**config.mk**
```make
export PLATFORM = sky130hd
export DESIGN_NAME = stereo_pan_crossfeed_gain_chain_core_flat
export DESIGN_NICKNAME = d
export VERILOG_FILES = /design/src/rtl/spcg_pkg.sv /design/src/rtl/spcg_if.sv /design/src/rtl/stereo_pan_crossfeed_gain_chain_core.sv /design/src/rtl/spcg_serial_mul.sv /design/src/rtl/spcg_seq.sv /design/src/flat_wrapper.sv
export SDC_FILE = /design/constraint.sdc
export NUM_CORES = 2
export LEC_CHECK = 0
export BUFFER_PORTS_ARGS = -buffer_cell sky130_fd_sc_hd__buf_2
export CAP_MARGIN = 0
export CORE_MARGIN = 2
export CORE_UTILIZATION = 50
export DETAILED_ROUTE_END_ITERATION = 10
export GPL_TIMING_DRIVEN = 0
export PLACE_DENSITY = 0.65
export SETUP_SLACK_MARGIN = 0.2
export SLEW_MARGIN = 20
export SYNTH_ARGS = -nofsm -noshare
export SYNTH_HDL_FRONTEND = slang
export SYNTH_HIERARCHICAL = 1
export SYNTH_SLANG_ARGS = --single-unit
```
**constraint.sdc**
```tcl
create_clock -name clk -period 16.8 [get_ports clk]
set_input_delay 3.36 -clock clk [delete_from_list [all_inputs] [get_ports clk]]
set_output_delay 3.36 -clock clk [all_outputs]
set_load 0.01 [all_outputs]
```
**src/rtl/spcg_pkg.sv**
```systemverilog
// Shared constants and types for the stereo pan, crossfeed and gain chain.
`timescale 1ns / 1ps
package spcg_pkg;
	localparam int SAMPLE_W = 16;
	localparam int STATE_W  = 24;
	localparam int CFG_IDX_W = 2;
	localparam int CFG_DATA_W = 16;
	localparam logic [CFG_IDX_W-1:0] REG_ENABLES = 2'd0;
	localparam logic [CFG_IDX_W-1:0] REG_PAN     = 2'd1;
	localparam logic [CFG_IDX_W-1:0] REG_GAIN    = 2'd2;
	localparam logic [15:0] COEF_DIRECT = 16'd9830;
	localparam logic [15:0] COEF_LP_IN  = 16'd17367;
	localparam logic [15:0] COEF_LP_FB  = 16'd15401;
	localparam logic [15:0] COEF_CROSS  = 16'd26214;
	localparam int MUL_W = 40;

	typedef enum logic [3:0] {
		ST_IDLE,
		ST_PAN,
		ST_AP_NODE,
		ST_AP_OUT,
		ST_LP_IN,
		ST_LP_FB,
		ST_CROSS,
		ST_GAIN,
		ST_DONE
	} state_t;

	typedef struct packed {
		logic                start;
		logic signed [39:0]  a;
		logic        [16:0]  b;
	} mul_req_t;

	typedef struct packed {
		logic                done;
		logic signed [MUL_W+17:0] p;
	} mul_rsp_t;
endpackage

```
**src/rtl/spcg_if.sv**
```systemverilog
// Valid/ready channel interfaces for frames and configuration writes.
`timescale 1ns / 1ps
interface spcg_frame_if;
	logic        valid;
	logic        ready;
	logic [15:0] left;
	logic [15:0] right;
	logic        last;
	modport source (output valid, left, right, last, input ready);
	modport sink (input valid, left, right, last, output ready);
endinterface

interface spcg_cfg_if;
	logic        valid;
	logic        ready;
	logic [1:0]  index;
	logic [15:0] data;
	modport source (output valid, index, data, input ready);
	modport sink (input valid, index, data, output ready);
endinterface

```
**src/rtl/stereo_pan_crossfeed_gain_chain_core.sv**
```systemverilog
// Top level of the stereo pan, crossfeed and gain chain.
// Usage:
//  in  : frame requests (left, right, last) on a valid/ready channel.
//  out : processed frames on a valid/ready channel, one per request.
//  cfg : register writes (0 enables, 1 pan, 2 gain) taken at any time;
//        write only while no frame is in flight.
// One frame is in work at a time. Every multiply goes through one bit-serial
// multiplier. Pan takes 2 products, crossfeed 10, gain 2: up to 14 products
// per frame with all stages on; with the allow bit clear the frame goes
// straight to done without a product.
// The result waits in an output register; while it waits the next request
// is not taken until the result is drained. A new request is taken the cycle
// after the result is accepted.
// Reset clears the delay lines, lowpass state and ring position and loads the register defaults.
// A stalled receiver holds the result and the input stays not ready.
`timescale 1ns / 1ps
module stereo_pan_crossfeed_gain_chain_core import spcg_pkg::*; #(
	parameter int DELAY_TAPS = 22
) (
	input  logic clk,
	input  logic arst_n,
	spcg_frame_if.sink   in,
	spcg_frame_if.source out,
	spcg_cfg_if.sink     cfg
);
	logic [3:0]  en_q;
	logic [8:0]  pan_q;
	logic [15:0] gain_q;
	logic        busy, done, start, ovalid_q, olast_q, last_q;
	logic [15:0] lres, rres, oleft_q, oright_q;
	mul_req_t mreq;
	mul_rsp_t mrsp;

	assign cfg.ready = 1'b1;
	always_ff @(posedge clk or negedge arst_n) begin
		if (!arst_n) begin
			en_q   <= 4'd1;
			pan_q  <= 9'd89;
			gain_q <= 16'd256;
		end else if (cfg.valid) begin
			case (cfg.index)
				REG_ENABLES: en_q   <= cfg.data[3:0];
				REG_PAN:     pan_q  <= cfg.data[8:0];
				REG_GAIN:    gain_q <= cfg.data;
				default:     en_q   <= en_q;
			endcase
		end
	end

	assign in.ready = !busy && !ovalid_q;
	assign start = in.valid && in.ready;

	spcg_seq #(.DELAY_TAPS(DELAY_TAPS)) u_seq (
		.clk, .arst_n, .start, .l_in(in.left), .r_in(in.right),
		.enables(en_q), .pan(pan_q), .gain(gain_q),
		.busy, .done, .l_res(lres), .r_res(rres), .mreq, .mrsp
	);

	spcg_serial_mul u_mul (.clk, .arst_n, .req(mreq), .rsp(mrsp));

	always_ff @(posedge clk or negedge arst_n) begin
		if (!arst_n) ovalid_q <= 1'b0;
		else if (done) ovalid_q <= 1'b1;
		else if (out.ready) ovalid_q <= 1'b0;
	end

	always_ff @(posedge clk) begin
		if (start) last_q <= in.last;
		if (done) begin
			oleft_q  <= lres;
			oright_q <= rres;
			olast_q  <= last_q;
		end
	end

	assign out.valid = ovalid_q;
	assign out.left  = oleft_q;
	assign out.right = oright_q;
	assign out.last  = olast_q;

	a_no_start_busy: assert property (@(posedge clk) disable iff (!arst_n)
		busy |-> !in.ready) else $error("request taken while busy");
	a_done_once: assert property (@(posedge clk) disable iff (!arst_n)
		done |=> !done) else $error("done held");
	a_out_hold: assert property (@(posedge clk) disable iff (!arst_n)
		ovalid_q && !out.ready |=> ovalid_q && $stable(oleft_q))
		else $error("result dropped");
endmodule

```
**src/rtl/spcg_serial_mul.sv**
```systemverilog
// Bit-serial signed by unsigned multiplier, one multiplier bit per cycle.
`timescale 1ns / 1ps
module spcg_serial_mul import spcg_pkg::*; (
	input  logic     clk,
	input  logic     arst_n,
	input  mul_req_t req,
	output mul_rsp_t rsp
);
	localparam int PW = MUL_W + 18;
	logic signed [PW-1:0] acc_q;
	logic signed [PW-1:0] mcand_q;
	logic [16:0] mplier_q;
	logic [4:0]  cnt_q;
	logic        busy_q;
	logic        done_q;

	always_ff @(posedge clk or negedge arst_n) begin
		if (!arst_n) begin
			busy_q <= 1'b0;
			done_q <= 1'b0;
			cnt_q  <= '0;
		end else begin
			if (req.start) begin
				busy_q <= 1'b1;
				cnt_q  <= '0;
				done_q <= 1'b0;
			end else if (busy_q) begin
				cnt_q <= cnt_q + 5'd1;
				if (cnt_q == 5'd16) begin
					busy_q <= 1'b0;
					done_q <= 1'b1;
				end else begin
					done_q <= 1'b0;
				end
			end else begin
				done_q <= 1'b0;
			end
		end
	end

	always_ff @(posedge clk) begin
		if (req.start) begin
			acc_q    <= '0;
			mcand_q  <= PW'(req.a);
			mplier_q <= req.b;
		end else if (busy_q) begin
			if (mplier_q[0]) acc_q <= acc_q + mcand_q;
			mcand_q  <= mcand_q <<< 1;
			mplier_q <= mplier_q >> 1;
		end
	end

	assign rsp.done = done_q;
	assign rsp.p    = acc_q;
endmodule

```
**src/rtl/spcg_seq.sv**
```systemverilog
// Sequencer for pan, allpass, lowpass, crossfeed and gain on one frame.
`timescale 1ns / 1ps
module spcg_seq import spcg_pkg::*; #(
	parameter int DELAY_TAPS = 22
) (
	input  logic        clk,
	input  logic        arst_n,
	input  logic        start,
	input  logic [15:0] l_in,
	input  logic [15:0] r_in,
	input  logic [3:0]  enables,
	input  logic [8:0]  pan,
	input  logic [15:0] gain,
	output logic        busy,
	output logic        done,
	output logic [15:0] l_res,
	output logic [15:0] r_res,
	output mul_req_t    mreq,
	input  mul_rsp_t    mrsp
);
	localparam int PW = $clog2(DELAY_TAPS) > 0 ? $clog2(DELAY_TAPS) : 1;
	localparam int P = MUL_W + 18;
	localparam logic signed [P-1:0] Q24MAX = P'(8388607);
	localparam logic signed [P-1:0] Q24MIN = -P'(8388608);
	localparam logic signed [P-1:0] S16MAX = P'(32767);
	localparam logic signed [P-1:0] S16MIN = -P'(32768);

	state_t state_q, state_d;
	logic ch_q;
	logic issued_q;
	logic [PW-1:0] pos_q;
	logic signed [STATE_W-1:0] dl_l_q [DELAY_TAPS];
	logic signed [STATE_W-1:0] dl_r_q [DELAY_TAPS];
	logic signed [STATE_W-1:0] lp_q [2];
	logic signed [STATE_W-1:0] head_q, node_q, apo_q;
	logic signed [STATE_W-1:0] filt_q [2];
	logic signed [P-1:0] tmp_q;
	logic signed [SAMPLE_W-1:0] smp_q [2];
	logic signed [SAMPLE_W-1:0] pre_q [2];
	logic signed [P-1:0] p_fl, own, sum, q128, node_d, lp_y;
	logic last_ch;

	function automatic logic signed [P-1:0] sat(logic signed [P-1:0] x,
		logic signed [P-1:0] lo, logic signed [P-1:0] hi);
		return x > hi ? hi : (x < lo ? lo : x);
	endfunction

	assign p_fl = mrsp.p >>> 15;
	assign last_ch = ch_q;
	assign node_d = sat((P'(smp_q[ch_q]) <<< 6) - p_fl, Q24MIN, Q24MAX);
	assign lp_y = sat((tmp_q + mrsp.p) >>> 15, Q24MIN, Q24MAX);

	always_comb begin
		state_d = state_q;
		case (state_q)
			ST_IDLE:    if (start) state_d = !enables[0] ? ST_DONE :
				enables[1] ? ST_PAN : enables[2] ? ST_AP_NODE :
				enables[3] ? ST_GAIN : ST_DONE;
			ST_PAN:     if (mrsp.done && last_ch)
				state_d = enables[2] ? ST_AP_NODE : enables[3] ? ST_GAIN : ST_DONE;
			ST_AP_NODE: if (mrsp.done) state_d = ST_AP_OUT;
			ST_AP_OUT:  if (mrsp.done) state_d = ST_LP_IN;
			ST_LP_IN:   if (mrsp.done) state_d = ST_LP_FB;
			ST_LP_FB:   if (mrsp.done) state_d = last_ch ? ST_CROSS : ST_AP_NODE;
			ST_CROSS:   if (mrsp.done && last_ch)
				state_d = enables[3] ? ST_GAIN : ST_DONE;
			ST_GAIN:    if (mrsp.done && last_ch) state_d = ST_DONE;
			ST_DONE:    state_d = ST_IDLE;
			default:    state_d = ST_IDLE;
		endcase
	end

	always_comb begin
		mreq.start = 1'b0;
		mreq.a = '0;
		mreq.b = '0;
		if (!issued_q) begin
			case (state_q)
				ST_PAN: begin
					mreq.start = 1'b1;
					mreq.a = 40'(smp_q[1]) - 40'(smp_q[0]);
					mreq.b = 17'(pan);
				end
				ST_AP_NODE: begin
					mreq.start = 1'b1;
					mreq.a = 40'(ch_q ? dl_r_q[pos_q] : dl_l_q[pos_q]);
					mreq.b = 17'(COEF_DIRECT);
				end
				ST_AP_OUT: begin
					mreq.start = 1'b1;
					mreq.a = 40'(node_q);
					mreq.b = 17'(COEF_DIRECT);
				end
				ST_LP_IN: begin
					mreq.start = 1'b1;
					mreq.a = 40'(apo_q);
					mreq.b = 17'(COEF_LP_IN);
				end
				ST_LP_FB: begin
					mreq.start = 1'b1;
					mreq.a = 40'(lp_q[ch_q]);
					mreq.b = 17'(COEF_LP_FB);
				end
				ST_CROSS: begin
					mreq.start = 1'b1;
					mreq.a = 40'(filt_q[!ch_q]);
					mreq.b = 17'(COEF_CROSS);
				end
				ST_GAIN: begin
					mreq.start = 1'b1;
					mreq.a = 40'(smp_q[ch_q]);
					mreq.b = 17'(gain);
				end
				default: mreq.start = 1'b0;
			endcase
		end
	end

	assign own  = P'(pre_q[ch_q]) <<< 6;
	assign sum  = own + p_fl;
	assign q128 = sum < 0 ? -((-sum) >>> 7) : (sum >>> 7);

	always_ff @(posedge clk or negedge arst_n) begin
		if (!arst_n) begin
			state_q  <= ST_IDLE;
			ch_q     <= 1'b0;
			issued_q <= 1'b0;
			pos_q    <= '0;
			lp_q[0]  <= '0;
			lp_q[1]  <= '0;
			for (int i = 0; i < DELAY_TAPS; i++) begin
				dl_l_q[i] <= '0;
				dl_r_q[i] <= '0;
			end
		end else begin
			state_q <= state_d;
			if (mrsp.done || state_q != state_d) issued_q <= 1'b0;
			else if (mreq.start) issued_q <= 1'b1;
			if (state_q == ST_IDLE) begin
				ch_q <= 1'b0;
			end else if (mrsp.done) begin
				case (state_q)
					ST_PAN, ST_CROSS, ST_GAIN: ch_q <= !ch_q;
					ST_AP_NODE: begin
						if (ch_q) dl_r_q[pos_q] <= STATE_W'(node_d);
						else dl_l_q[pos_q] <= STATE_W'(node_d);
					end
					ST_LP_FB: begin
						lp_q[ch_q] <= STATE_W'(lp_y);
						ch_q <= !ch_q;
						if (ch_q) pos_q <= (32'(pos_q) + 1 >= DELAY_TAPS) ? '0 : pos_q + 1'b1;
					end
					default: ch_q <= ch_q;
				endcase
			end
		end
	end

	always_ff @(posedge clk) begin
		if (state_q == ST_IDLE && start) begin
			smp_q[0] <= l_in;
			smp_q[1] <= r_in;
		end
		if (state_q == ST_AP_NODE && !issued_q)
			head_q <= ch_q ? dl_r_q[pos_q] : dl_l_q[pos_q];
		if (state_d == ST_CROSS && state_q != ST_CROSS) begin
			pre_q[0] <= smp_q[0];
			pre_q[1] <= smp_q[1];
		end
		if (mrsp.done) begin
			case (state_q)
				ST_PAN: begin
					if (ch_q) smp_q[1] <= SAMPLE_W'(sat(((P'(smp_q[1]) <<< 8) - tmp_q) >>> 8,
						S16MIN, S16MAX));
					else begin
						smp_q[0] <= SAMPLE_W'(sat(((P'(smp_q[0]) <<< 8) + mrsp.p) >>> 8,
							S16MIN, S16MAX));
						tmp_q <= mrsp.p;
					end
				end
				ST_AP_NODE: node_q <= STATE_W'(node_d);
				ST_AP_OUT: apo_q <= STATE_W'(sat(P'(head_q) + p_fl, Q24MIN, Q24MAX));
				ST_LP_IN:  tmp_q <= mrsp.p;
				ST_LP_FB:  filt_q[ch_q] <= STATE_W'(lp_y);
				ST_CROSS: smp_q[ch_q] <= SAMPLE_W'(sat(q128, S16MIN, S16MAX));
				ST_GAIN:  smp_q[ch_q] <= SAMPLE_W'(sat(mrsp.p >>> 8, S16MIN, S16MAX));
				default: tmp_q <= tmp_q;
			endcase
		end
	end

	assign busy  = state_q != ST_IDLE;
	assign done  = state_q == ST_DONE;
	assign l_res = smp_q[0];
	assign r_res = smp_q[1];
endmodule

```
**src/flat_wrapper.sv**
```systemverilog
// flat-port wrapper written by rule: the top's interface ports become plain ports
module stereo_pan_crossfeed_gain_chain_core_flat import spcg_pkg::*;
#(
	parameter int DELAY_TAPS = 22
)
  (clk, arst_n, in_valid, in_left, in_right, in_last, in_ready, out_valid, out_left, out_right, out_last, out_ready, cfg_valid, cfg_index, cfg_data, cfg_ready);
  spcg_frame_if in_i ();
  spcg_frame_if out_i ();
  spcg_cfg_if cfg_i ();
  input  logic clk;
  input  logic arst_n;
  input wire logic [$bits(in_i.valid)-1:0] in_valid;
  input wire logic [$bits(in_i.left)-1:0] in_left;
  input wire logic [$bits(in_i.right)-1:0] in_right;
  input wire logic [$bits(in_i.last)-1:0] in_last;
  output wire logic [$bits(in_i.ready)-1:0] in_ready;
  output wire logic [$bits(out_i.valid)-1:0] out_valid;
  output wire logic [$bits(out_i.left)-1:0] out_left;
  output wire logic [$bits(out_i.right)-1:0] out_right;
  output wire logic [$bits(out_i.last)-1:0] out_last;
  input wire logic [$bits(out_i.ready)-1:0] out_ready;
  input wire logic [$bits(cfg_i.valid)-1:0] cfg_valid;
  input wire logic [$bits(cfg_i.index)-1:0] cfg_index;
  input wire logic [$bits(cfg_i.data)-1:0] cfg_data;
  output wire logic [$bits(cfg_i.ready)-1:0] cfg_ready;
  assign in_i.valid = in_valid;
  assign in_i.left = in_left;
  assign in_i.right = in_right;
  assign in_i.last = in_last;
  assign in_ready = in_i.ready;
  assign out_valid = out_i.valid;
  assign out_left = out_i.left;
  assign out_right = out_i.right;
  assign out_last = out_i.last;
  assign out_i.ready = out_ready;
  assign cfg_i.valid = cfg_valid;
  assign cfg_i.index = cfg_index;
  assign cfg_i.data = cfg_data;
  assign cfg_ready = cfg_i.ready;
  stereo_pan_crossfeed_gain_chain_core #(.DELAY_TAPS(DELAY_TAPS)) u_core (.clk(clk), .arst_n(arst_n), .in(in_i), .out(out_i), .cfg(cfg_i));
endmodule
```
* After elaboration in Yosys (flattened, before gate mapping) *
Memory sizes are Yosys's and may differ from the RTL's.
Cells that the tools add are included.

storage, ports and cells
  bits of input ports = 56
  memories = 3
  bits in writable memories = 112
  flip-flop bits (word level) = 1,449
  output and inout bits = 36
  logic and storage cells = 261

cells by class
  order comparisons = 20
  bitwise gates (word level) = 7
  add/subtract/negate cells = 13
  multiplexer cells = 98
  eq/ne operators = 15
  reduce and logical (&&, ||, !) cells = 37

memory list
  memory               words  bits a word  rd ports  clocked after memory_dff  wr ports  line            text
  u_core.u_seq.filt_q  2      24           1         0                         1         spcg_seq.sv:36  logic signed [STATE_W-1:0] filt_q [2];
  u_core.u_seq.pre_q   2      16           1         0                         2         spcg_seq.sv:39  logic signed [SAMPLE_W-1:0] pre_q [2];
  u_core.u_seq.smp_q   2      16           3         0                         2         spcg_seq.sv:38  logic signed [SAMPLE_W-1:0] smp_q [2];

operator list
  operator                                              number
  bitwise mux 528 bit                                   2
  one-hot mux 57 bit (7 select lines)                   1
  2-to-1 mux 24 bit                                     15
  2-to-1 mux 58 bit                                     5
  binary-select mux 24 bit (select 5 bit)               2
  2-to-1 mux 16 bit                                     12
  > comparator 50 x 16 -> 1 bit, second input constant  3
  < comparator 50 x 16 -> 1 bit, second input constant  3
  demux 24 bit (select 5 bit)                           1
  adder 58 bit                                          2
  one-hot mux 58 bit (2 select lines)                   1
  > comparator 44 x 24 -> 1 bit, second input constant  2
  < comparator 44 x 24 -> 1 bit, second input constant  2
  adder 24 x 58 -> 58 bit                               1
  > comparator 58 x 16 -> 1 bit, second input constant  1
  < comparator 58 x 16 -> 1 bit, second input constant  1
  negation 44 -> 58 bit                                 1
  negation 51 -> 58 bit                                 1
  subtractor 24 x 58 -> 58 bit                          1
  bitwise mux 48 bit                                    1
  2-to-1 mux 4 bit                                      12
  adder 22 x 43 -> 44 bit                               1
  adder 24 x 43 -> 44 bit                               1
  < comparator 44 x 1 -> 1 bit, second input constant   1
  other kinds (45)                                      117

* Longest topological paths before layout *
  depth in word-level cells = 10
  depth in mapped cells = 30
  gate-level depth less buffers = 23

* Hierarchy *
The synthesis kept the hierarchy.

modules (own cells, without submodules)
  module                                instances  cells an instance  seq. area each (µm²)  area an instance (µm²)
  spcg_seq                              1          8,274              35,168.7              78,415.2
  spcg_serial_mul                       1          901                3,588.4               8,585.7
  stereo_pan_crossfeed_gain_chain_core  1          103                1,779.2               2,237.1

* Worst setup path after synthesis *
No wires, ideal clock.

  path kind = flip-flop to flip-flop
  start point = register u_core.u_seq.ch_q
  end point = memory u_core.u_seq.smp_q[0][13], data pin
  cell stages (with the launch flop) = 27
  path buffers = 7
  period minus slack after synthesis = 7,773 ps
  arrival time = 7,512 ps
  setup slack = 9,027 ps
  required time = 16,539 ps
  setup time = 261 ps
  cells stage by stage = dfrtp_1 -> buf_1 -> clkbuf_1 -> clkbuf_1 -> buf_1 -> mux2_2 -> ha_1 -> clkbuf_1 -> a21oi_1 -> o211ai_1 -> and4_1 -> o21ba_2 -> a2111oi_2 -> xor2_1 -> and3_1 -> or3b_2 -> or4_1 -> buf_2 -> xnor2_2 -> or3_4 -> a2111oi_4 -> xor2_1 -> nor3_1 -> nand4_1 -> and3_1 -> buf_2 -> a221o_1

RTL lines
  element                   line             text
  start: declaration        spcg_seq.sv:29   logic ch_q;
  start signal: assignment  spcg_seq.sv:143  ST_PAN, ST_CROSS, ST_GAIN: ch_q <= !ch_q;
  start signal: assignment  spcg_seq.sv:150  ch_q <= !ch_q;
  start signal: assignment  spcg_seq.sv:153  default: ch_q <= ch_q;
  end: declaration          spcg_seq.sv:38

==> key figures <==
Clock network
  – Worst-case clock buffer depth: 3
  – Reg clk slew, reported paths: 0.06 ns
  – Clock sinks: roughly 1600
  – Cts hold-fix bufs: 0
  – CTS tree: done
  – TritonCTS buffer count: about 170
  – Clock root buffer: clkbuf_16
  – H-Tree Depth: 4
  – Worst skew pair latency: about 0.85 ns
  – Post_cts resized: 0
  – # Post-CTS Setup Buffers: 0

Final layout
  – # fillers: between 15000 and 20000
  – Fraction of layout cells with a size suffix above 1: 0.102
  – Post-route cell area: about 0.099 mm²
  – Fin cells: ~12000
  – Nets@finish: ~10000
  – Layout area overhead: 11.0%

Worst setup path
  – Slowest stage delay, CP: 0.86 ns
  – Worst path slowest cell: buf_1
  – Largest delay share family, worst path: simple AND/OR/NAND/NOR gates
  – Arrival time worst endpoint: between 10 and 15 ns
  – Worst path bufs/invs: 7
  – Crit path top cell by count: clkbuf_1
  – Startpoint Class: flip-flop
  – Critical Path RT: roughly 17 ns
  – Maximum fanout along the worst path: 10
  – Critical path capture point type: flip-flop
  – Crit path kind: reg2reg

Status
  – Outcome: finished clean

Logic synthesis
  – Largest family of logic cells by synthesized area: compound AO/OA/AOI/OAI gates
  – Simple-gate area share of the yosys netlist: 0.143
  – Mapped cell area: 0.0892 mm²
  – Post-Synthesis Cells: around 9300
  – Yosys synthesis warning count: 6
  – Synth Register Bits: around 1600
  – Sequential-to-total area share from yosys stat: 0.454
  – Synthesized area per cell: 9.62 µm²
  – FFs w/ async S/R, synth: 0.738
  – Synth Area in Adders: 0.0505
  – Distinct cells, synth: ~130
  – Mux cell area share after synthesis: 0.0861
  – Synth Area in XOR/XNOR: 0.0295
  – Syn_nets: approximately 9700
  – Primary FF master, synth: dfrtp_1
  – Complex-gate fraction of the synthesized area: 0.196
  – EDFF count, synth: 351

Floorplanning
  – Die H: 426 µm
  – Core area: approximately 0.18 mm²
  – Die ar.: 0.182 mm²
  – Die Width: 426 µm
  – Initial core utilization: 0.502
  – Row Count: around 160
  – Num ports: between 90 and 100

STA
  – Fin crit period: between 10 and 15 ns
  – Maximum clock rate: 87.3 MHz
  – Max-Slew Margin vs Limit: 0.129
  – Final hold violation count: 0
  – WHS: between 0.4 and 0.5 ns
  – Final Cycle Share: 0.682
  – Max-slew violation count: 0
  – Final Skew: ~0.08 ns
  – Final setup fails: 0
  – RSZ-0062 raised after global routing: false
  – Setup TNS: 0 ns
  – Slew @ Worst Pin: 1.31 ns

GRT
  – First-pass GRT wire length: around 490000 µm
  – Vias in the first global route: roughly 74000
  – Initial antenna violation count: 11
  – Largest net degree at the start of global routing: 145
  – Total grt overflow: 0
  – Total GRT Usage: 0.371

Drt
  – DRT iter0 DRCs: between 10000 and 15000
  – DRC Markers: 0
  – Routed vias/inst: about 6.5
  – Total length of routed wires: 344000 µm
  – Routed WL per cell: between 20 and 30 µm
  – Routed via count: about 79000
  – Routed Antenna Nets: 0
  – Pre-Repair DR Iteration Count: 6

Place
  – DP HPWL: approximately 250000 µm
  – Port Buf Inserts: 90
  – Placer Congestion: roughly 1.0
  – Inst Count DP: between 10000 and 15000
  – Area after DPL: slightly above 0.09 mm²

Power and ir drop
  – Peak supply drop: ~0.00025 V
  – Pwr dens: between 150 and 200 mW/mm²
  – Cell leakage power: ~42 nW

Run
  – Max-cap viol count: 0

Min path
  – Hold Crit Class: reg2reg
layer usage:
metal	GRT usage	routed length [µm]	up-vias
met4	0.273	29900	14
met3	0.0914	35900	1026
li1	-	-	34400
met5	0	155	-
met1	0.470	128000	38900
met2	0.555	150000	4514
layout make-up:
type / count / area, µm² / share of cell area
Inverter: 297 / 1110 / 0.0113
Clock inverter: 49 / 606 / 0.00612
Timing Repair Buffer: 117 / 1030 / 0.0104
Antenna cell: 2 / 5.00 / 0.0000505
Sequential cell: 1561 / 40600 / 0.410
Buffer: 644 / 2570 / 0.0260
Clock buffer: 252 / 4990 / 0.0504
Multi-Input combinational cell: 6776 / 45200 / 0.456
Tap cell: 2355 / 2950 / 0.0298
final timing paths:
check,start,endpoint,slack [ns],cells past startpoint
max,u_core/u_seq/ch_q,u_core/u_seq/smp_q[0][5],5.34,25
min,u_core/last_q,u_core/out.last,0.43,0
max reg2reg,u_core/u_seq/ch_q,u_core/u_seq/smp_q[0][5],5.34,25
min reg2reg,u_core/last_q,u_core/out.last,0.43,0
max in group asynchronous,arst_n,u_core/u_seq/lp_q[2],11.77,5
min in group asynchronous,arst_n,u_core/u_seq/dl_l_q[450],2.47,1
cells by family (layout without fill, tap and decap cells):
| group | Yosys count | in the layout |
|---|---|---|
| buffers and inverters | 941 | 1359 |
| DFF | 1561 | 1561 |
| adders and majority gates | 357 | 357 |
| other | 2 | 4 |
| AOI/OAI and AO/OA | 2891 | 2891 |
| muxes | 448 | 448 |
| xor gates and xnor gates | 296 | 296 |
| and+or+nand+nor | 2782 | 2782 |
metrics by stage:
| step | util | setup WS [ns] | total power, W |
|---|---|---|---|
| after global placement | 0.521 | -12.47 | 0.0123 |
| after detailed placement | 0.525 | 5.69 | 0.0125 |
| final | 0.557 | 5.34 | 0.0165 |
| after CTS | 0.557 | 5.57 | 0.0162 |
| after global routing | 0.557 | 5.05 | 0.0171 |
| after floorplan | - | 9.03 | 0.00935 |
sequential cells by signal, indices dropped and copies added, names as in the netlist, 32 cells and up:
signal                cells
u_core/u_mul/acc_q       58
u_core/u_mul/mcand_q     58
u_core/u_seq/dl_l_q     528
u_core/u_seq/dl_r_q     528
u_core/u_seq/filt_q      48
u_core/u_seq/lp_q        48
u_core/u_seq/pre_q       32
u_core/u_seq/smp_q       32
u_core/u_seq/tmp_q       58
cell usage in the layout, fill, tap and decap left out, types with 196 or more instances in the layout:
| master | count |
|---|---|
| mux4_2 | 240 |
| nand2_1 | 840 |
| clkbuf_1 | 576 |
| nor2_1 | 1069 |
| inv_1 | 291 |
| dfrtp_1 | 1146 |
| a21o_1 | 196 |
| a21oi_1 | 1147 |
| edfxtp_1 | 351 |
| o21ai_0 | 733 |
| ha_1 | 352 |
synth_stat cells, drive strengths merged, types with 62 or more instances:
master | n | area share
a21o | 196 | 0.016
a21oi | 1161 | 0.065
a22oi | 121 | 0.010
a31oi | 91 | 0.0065
and3 | 88 | 0.0062
buf | 91 | 0.0050
clkbuf | 553 | 0.023
dfrtp | 1146 | 0.32
edfxtp | 351 | 0.12
ha | 352 | 0.049
inv | 295 | 0.012
mux2 | 125 | 0.016
mux2i | 83 | 0.0093
mux4 | 240 | 0.061
nand2 | 840 | 0.035
nand3 | 149 | 0.0084
nand4 | 113 | 0.0080
nor2 | 1072 | 0.045
nor3 | 101 | 0.0060
nor4 | 62 | 0.0053
o21ai | 752 | 0.042
xnor2 | 182 | 0.018
xor2 | 112 | 0.011
power breakdown:
group,internal [W],leakage (nW),total (W),switching (W)
registers,0.00426,19.9,0.00491,0.000653
logic,0.00229,19.7,0.00785,0.00556
clock network,0.00218,2.74,0.00378,0.00160
Power figures use the tool's default switching activity.
